$ cat config.mk
export PLATFORM = sky130hd
export DESIGN_NAME = sgac_cell
export DESIGN_NICKNAME = d
export VERILOG_FILES = /design/src/sv/sgac_pkg.sv /design/src/sv/sgac_ram.sv /design/src/sv/sgac_cell.sv
export SDC_FILE = /design/constraint.sdc
export NUM_CORES = 2
export LEC_CHECK = 0
export BUFFER_PORTS_ARGS = -buffer_cell sky130_fd_sc_hd__buf_2
export CAP_MARGIN = 10
export CORE_MARGIN = 4
export CORE_UTILIZATION = 30
export DETAILED_ROUTE_END_ITERATION = 6
export MAX_ROUTING_LAYER = met4
export PLACE_DENSITY = 0.53
export SYNTH_ARGS = -nofsm -noshare
export SYNTH_HDL_FRONTEND = slang
export SYNTH_SLANG_ARGS = --single-unit
$ cat constraint.sdc
create_clock -name clock -period 180 [get_ports clock]
set_clock_uncertainty 0.1 [all_clocks]
set_input_delay 0 -clock clock [delete_from_list [all_inputs] [get_ports clock]]
set_output_delay 0 -clock clock [all_outputs]
set_load 0.005 [all_outputs]
$ cat src/sv/sgac_pkg.sv
package sgac_pkg;

   localparam logic [1:0] OP_M = 2'd0;
   localparam logic [1:0] OP_X = 2'd1;
   localparam logic [1:0] OP_I = 2'd2;
   localparam logic [1:0] OP_D = 2'd3;

   localparam logic [1:0] CSR_SUB_LOW  = 2'd0;
   localparam logic [1:0] CSR_SUB_HIGH = 2'd1;
   localparam logic [1:0] CSR_GAP      = 2'd2;

   localparam int POS_W = 11;
   localparam int LEN_W = 11;
   localparam int RUN_W = LEN_W + 2;

   typedef enum logic [2:0] {
      ST_IDLE,
      ST_DRAIN,
      ST_TB_RD,
      ST_TB_STEP,
      ST_FLUSH,
      ST_HDR,
      ST_RUNS
   } state_type;

   typedef struct packed {
      logic       valid;
      logic       init;
      logic [1:0] sym;
   } cell_ctl_type;

   function automatic logic signed [7:0] sub_score(input logic [127:0] tbl,
                                                   input logic [1:0] p,
                                                   input logic [1:0] t);
      logic [3:0] k;
      k = {p, t};
      return tbl[k*8 +: 8];
   endfunction

   function automatic logic signed [7:0] gap_score(input logic [31:0] tbl,
                                                   input logic [1:0] s);
      return tbl[s*8 +: 8];
   endfunction

endpackage

$ cat src/sv/sgac_ram.sv
module sgac_ram #(
   parameter int WIDTH = 2,
   parameter int DEPTH = 1024
) (
   input  logic                                   clock,
   input  logic                                   we,
   input  logic [(DEPTH > 1 ? $clog2(DEPTH) : 1)-1:0] waddr,
   input  logic [WIDTH-1:0]                       wdata,
   input  logic [(DEPTH > 1 ? $clog2(DEPTH) : 1)-1:0] raddr,
   output logic [WIDTH-1:0]                       rdata
);
   logic [WIDTH-1:0] mem [DEPTH];

   always_ff @(posedge clock) begin
      if (we) begin
         mem[waddr] <= wdata;
      end
      rdata <= mem[raddr];
   end
endmodule

$ cat src/sv/sgac_cell.sv
module sgac_cell #(
   parameter int SCORE_BITS = 16,
   parameter int TEXT_LEN   = 1024,
   parameter int AW         = 10
) (
   input  logic                         clock,
   input  logic                         reset,
   input  logic                         pat_we,
   input  logic [1:0]                   pat_sym,
   input  logic [127:0]                 sub_table,
   input  logic [31:0]                  gap_table,
   input  sgac_pkg::cell_ctl_type       in_ctl,
   input  logic [AW-1:0]                in_col,
   input  logic signed [SCORE_BITS-1:0] in_new,
   input  logic signed [SCORE_BITS-1:0] in_old,
   input  logic [AW-1:0]                rd_addr,
   output sgac_pkg::cell_ctl_type       out_ctl,
   output logic [AW-1:0]                out_col,
   output logic signed [SCORE_BITS-1:0] out_new,
   output logic signed [SCORE_BITS-1:0] out_old,
   output logic [1:0]                   rd_dir
);
   import sgac_pkg::*;

   localparam int SW = SCORE_BITS + 2;
   localparam logic signed [SW-1:0] SMAX = (SW'(1) <<< (SCORE_BITS - 1)) - SW'(1);
   localparam logic signed [SW-1:0] SMIN = ~SMAX;

   function automatic logic signed [SCORE_BITS-1:0] sat(input logic signed [SW-1:0] x);
      if (x > SMAX) return SMAX[SCORE_BITS-1:0];
      if (x < SMIN) return SMIN[SCORE_BITS-1:0];
      return x[SCORE_BITS-1:0];
   endfunction

   logic [1:0]                   pat_ff;
   logic signed [SCORE_BITS-1:0] own_ff;
   logic signed [7:0]            gap_p, gap_t, sub_s;
   logic signed [SCORE_BITS-1:0] own_cur, new_score;
   logic signed [SW-1:0]         del_v, ins_v, mm_v, best_v;
   logic [1:0]                   dir;

   always_comb begin
      gap_p   = gap_score(gap_table, pat_ff);
      gap_t   = gap_score(gap_table, in_ctl.sym);
      sub_s   = sub_score(sub_table, pat_ff, in_ctl.sym);
      own_cur = in_ctl.init ? sat(SW'(in_old) + SW'(gap_p)) : own_ff;
      del_v   = SW'(in_new) + SW'(gap_p);
      ins_v   = SW'(own_cur) + SW'(gap_t);
      mm_v    = SW'(in_old) + SW'(sub_s);
      if (del_v > ins_v) begin
         best_v = del_v;
         dir    = OP_D;
      end else begin
         best_v = ins_v;
         dir    = OP_I;
      end
      if (!(best_v > mm_v)) begin
         best_v = mm_v;
         dir    = (pat_ff == in_ctl.sym) ? OP_M : OP_X;
      end
      new_score = sat(best_v);
   end

   always_ff @(posedge clock) begin
      if (reset) begin
         out_ctl <= '0;
      end else begin
         out_ctl <= in_ctl;
      end
      if (pat_we) begin
         pat_ff <= pat_sym;
      end
      if (in_ctl.valid) begin
         own_ff <= new_score;
      end
      out_col <= in_col;
      out_new <= new_score;
      out_old <= own_cur;
   end

   sgac_ram #(.WIDTH(2), .DEPTH(TEXT_LEN)) u_dir_ram (
      .clock (clock),
      .we    (in_ctl.valid),
      .waddr (in_col),
      .wdata (dir),
      .raddr (rd_addr),
      .rdata (rd_dir)
   );
endmodule

After elaboration in Yosys (flattened, before gate mapping)
Memory sizes are Yosys's and may differ from the RTL's. A register that Yosys moved wholly into a read port is not among the register bits.
Cells that the tools add are included.
Word-level totals
  RAM bits: 2048
  output and inout bits: 48
  memories: 1
  input port bits: 221
  register bits after elaboration: 64
Operators by class
  shift-type cells: 3
  add/subtract/negate cells: 4
  eq/ne operators: 1
  mux-type cells: 22
  magnitude comparators: 6
Memory list
  u_dir_ram.mem: depth 1024, bits a word 2, rd ports 1, clocked after Yosys merged registers in 1, write ports 1, RTL line sgac_ram.sv:12  | logic [WIDTH-1:0] mem [DEPTH];
Operators by type and width (count)
  2-to-1 mux 16 bit: 9
  indexed part select 128 x 8 -> 8 bit: 1
  adder 16 x 8 -> 17 bit: 4
  indexed part select 32 x 6 -> 8 bit: 2
  2-to-1 mux 18 bit: 2
  greater-than comparator 18 x 16 -> 1 bit (second input constant): 1
  greater-than comparator 18 x 17 -> 1 bit: 1
  less-than comparator 18 x 16 -> 1 bit (second input constant): 1
  greater-than comparator 17 x 16 -> 1 bit (second input constant): 1
  greater-than comparator 17 bit: 1
  less-than comparator 17 x 16 -> 1 bit (second input constant): 1
  2-to-1 mux 1 bit: 10
  == test 2 bit: 1
  2-to-1 mux 2 bit: 1

Logic depth before layout (Yosys ltp)
  depth after elaboration: 18
  gate-level depth with buffers: 53
  depth with buffers taken out: 48

Hierarchy
A second synthesis with hierarchy kept.
Unflattened totals
  cell total of the unflattened synthesis: 5576
  area, all modules: 91200.0 um^2
Modules (own cells, without submodules)
  sgac_ram: cells each 4793, area an instance 83757.8 um^2, times used 1
  sgac_cell: cells each 783, area an instance 7442.1 um^2, times used 1

Worst setup path after synthesis
Ideal clock, no wire load.
  path kind: reg-to-reg
  from: register pat_ff[0]
  to: memory u_dir_ram.mem[0][0] (data pin)
  buffers on the path: 6
  path slack: 28.702 ns
  arrival time: 144.836 ns
  data required time: 173.538 ns
  stages on the path, launching flop included: 52
  cells stage by stage: edfxtp_1 > clkbuf_1 > buf_1 > mux4_2 > ha_1 > inv_1 > fa_1 > nor2b_1 > o21ai_0 > a21boi_0 > o21ai_0 > a21oi_1 > o2111ai_1 > a211oi_1 > o2111ai_1 > nand3_1 > nand2_1 > clkbuf_1 > [... 16 more ...] > nand2_1 > o211ai_2 > buf_2 > clkbuf_1 > mux2i_1 > inv_1 > ha_1 > a21o_1 > a21oi_1 > o211ai_1 > a21oi_1 > mux2i_1 > a211oi_1 > mux2_2 > nor2_2 > nor2_2 > clkbuf_1 > o21ai_0
Between the ends
  word-level cells in the longest chain between the ends: 13
Ends and longest elaborated chain
  from (decl): RTL line sgac_cell.sv:35  | logic [1:0] pat_ff;
  from (signal assigned): RTL line sgac_cell.sv:71  | pat_ff <= pat_sym;
  indexed part select 32 x 6 -> 8 bit *: RTL line sgac_pkg.sv:42  | return tbl[s*8 +: 8];
  adder 16 x 8 -> 17 bit *: RTL line sgac_cell.sv:46  | own_cur = in_ctl.init ? sat(SW'(in_old) + SW'(gap_p)) : own_ff;
  less-than comparator 17 x 16 -> 1 bit: RTL line sgac_cell.sv:31  | if (x < SMIN) return SMIN[SCORE_BITS-1:0];
  2-to-1 mux 1 bit (2 in a row): RTL line sgac_cell.sv:31
  2-to-1 mux 16 bit: RTL line sgac_cell.sv:32  | return x[SCORE_BITS-1:0];
  2-to-1 mux 16 bit *: RTL line sgac_cell.sv:31
  2-to-1 mux 16 bit *: RTL line sgac_cell.sv:46
  named net own_cur[0]: RTL line sgac_cell.sv:38  | logic signed [SCORE_BITS-1:0] own_cur, new_score;
  adder 16 x 8 -> 17 bit *: RTL line sgac_cell.sv:48  | ins_v = SW'(own_cur) + SW'(gap_t);
  greater-than comparator 17 bit: RTL line sgac_cell.sv:50  | if (del_v > ins_v) begin
  2-to-1 mux 18 bit: RTL line sgac_cell.sv:50
  greater-than comparator 18 x 17 -> 1 bit: RTL line sgac_cell.sv:57  | if (!(best_v > mm_v)) begin
  2-to-1 mux 2 bit *: RTL line sgac_cell.sv:57
  named net dir[0]: RTL line sgac_cell.sv:40  | logic [1:0] dir;
  to (decl): RTL line sgac_ram.sv:12
Mark *: on every way through the listed nets, which the timed path passes. The rest lies on a longest branch. The select of a mux whose other input is x is not followed.

Final worst setup path
  from: register pat_ff[1]
  to: memory u_dir_ram.mem[300][0] (data pin)
Same word-level chain as after synthesis.

==> qor.csv <==
stage;metric;value;unit
run_status;status;completed;
place;hpwl;145;mm
setup_path;critical_path.max_fanout;97;
grt;grt_pass1_vias;51500;
logic_synthesis;synth_adder_area_share;1.44;%
logic_synthesis;netlist_instances;5056;
logic_synthesis;syn_area;0.0904;mm²
setup_path;max_stage_delay;0.89;ns
timing;hold_viol;0;
timing;rsz0062_at_grt;false;
logic_synthesis;synth_compound_area_share;1.72;%
clock_network;worstSkewPairLatency;0.85;ns
setup_path;path_buf_inv;10;
floorplanning;die_h;557;µm
place;place_congestion;0.934;
hold_path;hp-class;input port to register;
routing;vias;49200;
clock_network;clkTransAtPathRegs;0.06;ns
timing;clock.fmax;65.0;MHz
timing;fin_crit_sh;8.54;%
setup_path;cp-start-kind;register;
job;max_cap_violations;0;
logic_synthesis;muxShareOfSynthArea;18.7;%
floorplanning;row_count;201;
grt;antenna_found_initial;21;
logic_synthesis;synthesis.nets;5377;
logic_synthesis;ys_warn_count;0;
setup_path;required;180.47;ns
routing;antenna_left;0;
logic_synthesis;synth_seq_area_share;69.7;%
logic_synthesis;yosys.area_share.simple;5.99;%
clock_network;clockBufferDepth;4;
routing;routed_wl;255;mm
final_layout;fin_util;35.0;%
setup_path;cp-end-kind;register;
place;numPortBuffers;268;
logic_synthesis;async_flop_share;0;%
floorplanning;start_util;30.1;%
setup_path;crit_type;register to register;
routing;wire_per_inst;26.8;µm
grt;grt_max_degree;226;
timing;maxSlewHeadroom;12.9;%
grt;overflow;0;
setup_path;cpLargestDelayFamily;buffers and inverters;
logic_synthesis;yosysUniqueCellTypes;67;
clock_network;cts-root-buf;clkbuf_16;
logic_synthesis;synth_enable_flop_cells;2066;
logic_synthesis;avgSynthCellArea;17.9;µm²
final_layout;nNetsFinal;5687;
setup_path;arrival;15.85;ns
clock_network;tritoncts;yes;
timing;tns;0;ns
floorplanning;io_pins;269;
timing;drv_slew;0;
routing;route.detailed.drc;0;
routing;dr.pass1.iters;5;
clock_network;postCtsSetupRepairBufs;0;
grt;grt_pass1_wl;367;mm
floorplanning;die_w;557;µm
final_layout;fin_area;0.105;mm²
setup_path;crit_path_frequent_cell;a21oi_1;
place;postPlaceCellArea;0.0964;mm²
logic_synthesis;synth_seq_cells;2114;
timing;finalSetupViolations;0;
logic_synthesis;synth_xor_area_share;0.456;%
routing;drt_iter0_drc;5107;
final_layout;drive_above_1_share;26.7;%
grt;grt_usage;16.6;%
floorplanning;dieArea;0.310;mm²
routing;drt-vias-per-instance;5.17;
clock_network;clock-sinks;2114;
logic_synthesis;synth_top_family_by_area;multiplexers;
logic_synthesis;synthFlopType;edfxtp_1;
clock_network;numCtsBuffers;227;
timing;min_period;15.38;ns
floorplanning;coreArea;0.300;mm²
timing;worstMarginPinSlew;1.30;ns
clock_network;h-tree-depth;4;
final_layout;areaGrowthSynthToFinish;16.0;%
final_layout;nFillCells;28200;
setup_path;critPathSlowestCell;edfxtp_1;
[repair_timing]
| action | 4_1_cts | 5_1_grt |
|---|---|---|
| hold endpoints to repair | 189 | 0 |
| hold buffers | 86 | 0 |
| resized for setup | 0 | 0 |
[path summary, 6_finish.rpt]
path / from / to / slack [ns] / depth (start not counted)
setup / recovery: pat_ff[1] / u_dir_ram.mem[300][0] / 164.62 / 51
hold / removal: in_new[10] / out_new[10] / 0.10 / 6
setup reg to reg: pat_ff[1] / u_dir_ram.mem[300][0] / 164.62 / 51
hold reg to reg: own_ff[8] / out_old[8] / 0.44 / 2
[Yosys cell counts (all sizes together), types with 7 or more instances]
cell type,count,area share [%]
edfxtp,2066,69
nand3,52,0.29
nor2b,17,0.12
ha,96,1.3
nor3,27,0.15
xnor2,26,0.25
and3,9,0.062
o21ai,33,0.18
xor2,21,0.20
nor3b,8,0.066
a21o,23,0.19
buf,118,0.56
o22ai,21,0.15
a21oi,55,0.30
mux4,738,18
o21bai,11,0.091
clkbuf,264,1.1
nand2,86,0.36
nand2b,10,0.069
nor2,1089,4.5
o32a,11,0.12
inv,73,0.30
dfxtp,48,1.1
mux2i,26,0.29
or2,7,0.048
o21a,18,0.15
nand4,12,0.083
[state kept, by name, summed over array words and instances, names as in the netlist]
| register | count |
|---|---|
| pat_ff | 2 |
| out_old | 16 |
| own_ff | 16 |
| out_col | 10 |
| u_dir_ram.rdata | 2 |
| out_new | 16 |
| out_ctl | 4 |
| u_dir_ram.mem | 2048 |
[routing by layer]
| metal | vias to the layer above | part of all wire, % | track usage (%) | routed length (µm) |
|---|---|---|---|---|
| met1 | 26300 | 42 | 22.5 | 108000 |
| li1 | 20700 | - | - | - |
| met2 | 1902 | 48 | 26.3 | 122000 |
| met4 | 0 | 2.8 | 4.41 | 7160 |
| met5 | - | 0 | - | 0 |
| met3 | 336 | 6.9 | 2.45 | 17600 |
[worst min-delay path: cells and delay by family]
| family | cells | cell delay, ns |
|---|---|---|
| AO/OA/AOI/OAI | 1 | 0.22 |
| multiplexers | 1 | 0.14 |
| buffers and inverters | 1 | 0.08 |
| adder cells (fa/ha/maj) | 1 | 0.22 |
| XOR/XNOR | 1 | 0.21 |
| AND/OR/NAND/NOR | 1 | 0.12 |
[per-stage QoR]
stage          cells  hold slack (ns)  setup WS [ns]
6_report        9520            0.102         164.62
4_1_cts         9503           0.0179         164.48
3_3_place_gp    9000           0.0830         165.09
5_1_grt         9517            0.105         163.10
2_1_floorplan   5056          -0.0723          28.70
3_5_place_dp    9000           0.0803         164.95
[final cells by class]
class | instances | area [µm²] | area share (%)
antenna | 8 | 20.0 | 0.0191
clock buffer | 283 | 5980 | 5.70
clock inverter | 134 | 1340 | 1.28
inverter | 74 | 278 | 0.265
multi-input combinational | 2486 | 26000 | 24.8
sequential | 2114 | 63000 | 60.1
tap | 3958 | 4950 | 4.72
timing repair buffer | 463 | 3300 | 3.15
[cells by family (layout without fill, tap and decap cells)]
| logic type | count (synthesis) | in the layout |
|---|---|---|
| other cells | 0 | 8 |
| compound gates | 229 | 229 |
| buf+inv | 456 | 954 |
| mux | 767 | 767 |
| fa+ha+maj | 102 | 102 |
| flops | 2114 | 2114 |
| simple gates | 1341 | 1341 |
| xor+xnor | 47 | 47 |
[placed cells by master, fill, tap and decap left out, types with 14 or more instances in the layout]
master,synthesis,routed
a21o_1,22,22
a21oi_1,55,55
buf_2,51,262
buf_4,0,96
bufinv_16,0,22
clkbuf_1,264,52
clkbuf_16,0,231
clkinv_1,1,52
clkinv_2,0,39
dfxtp_1,48,48
dlygate4sd3_1,0,86
edfxtp_1,2066,2066
ha_1,96,96
inv_1,73,73
mux2i_1,26,26
mux4_2,738,738
nand2_1,86,82
nand3_1,52,28
nand3_4,0,24
nor2_1,1087,1086
nor2b_1,17,14
nor3_1,27,26
o21a_1,18,18
o21ai_0,33,32
o22ai_1,21,21
xnor2_1,26,26
xor2_1,21,21
Power is not shown: default switching activity piles up to over one toggle a cycle in this logic, so the estimate is an artifact.
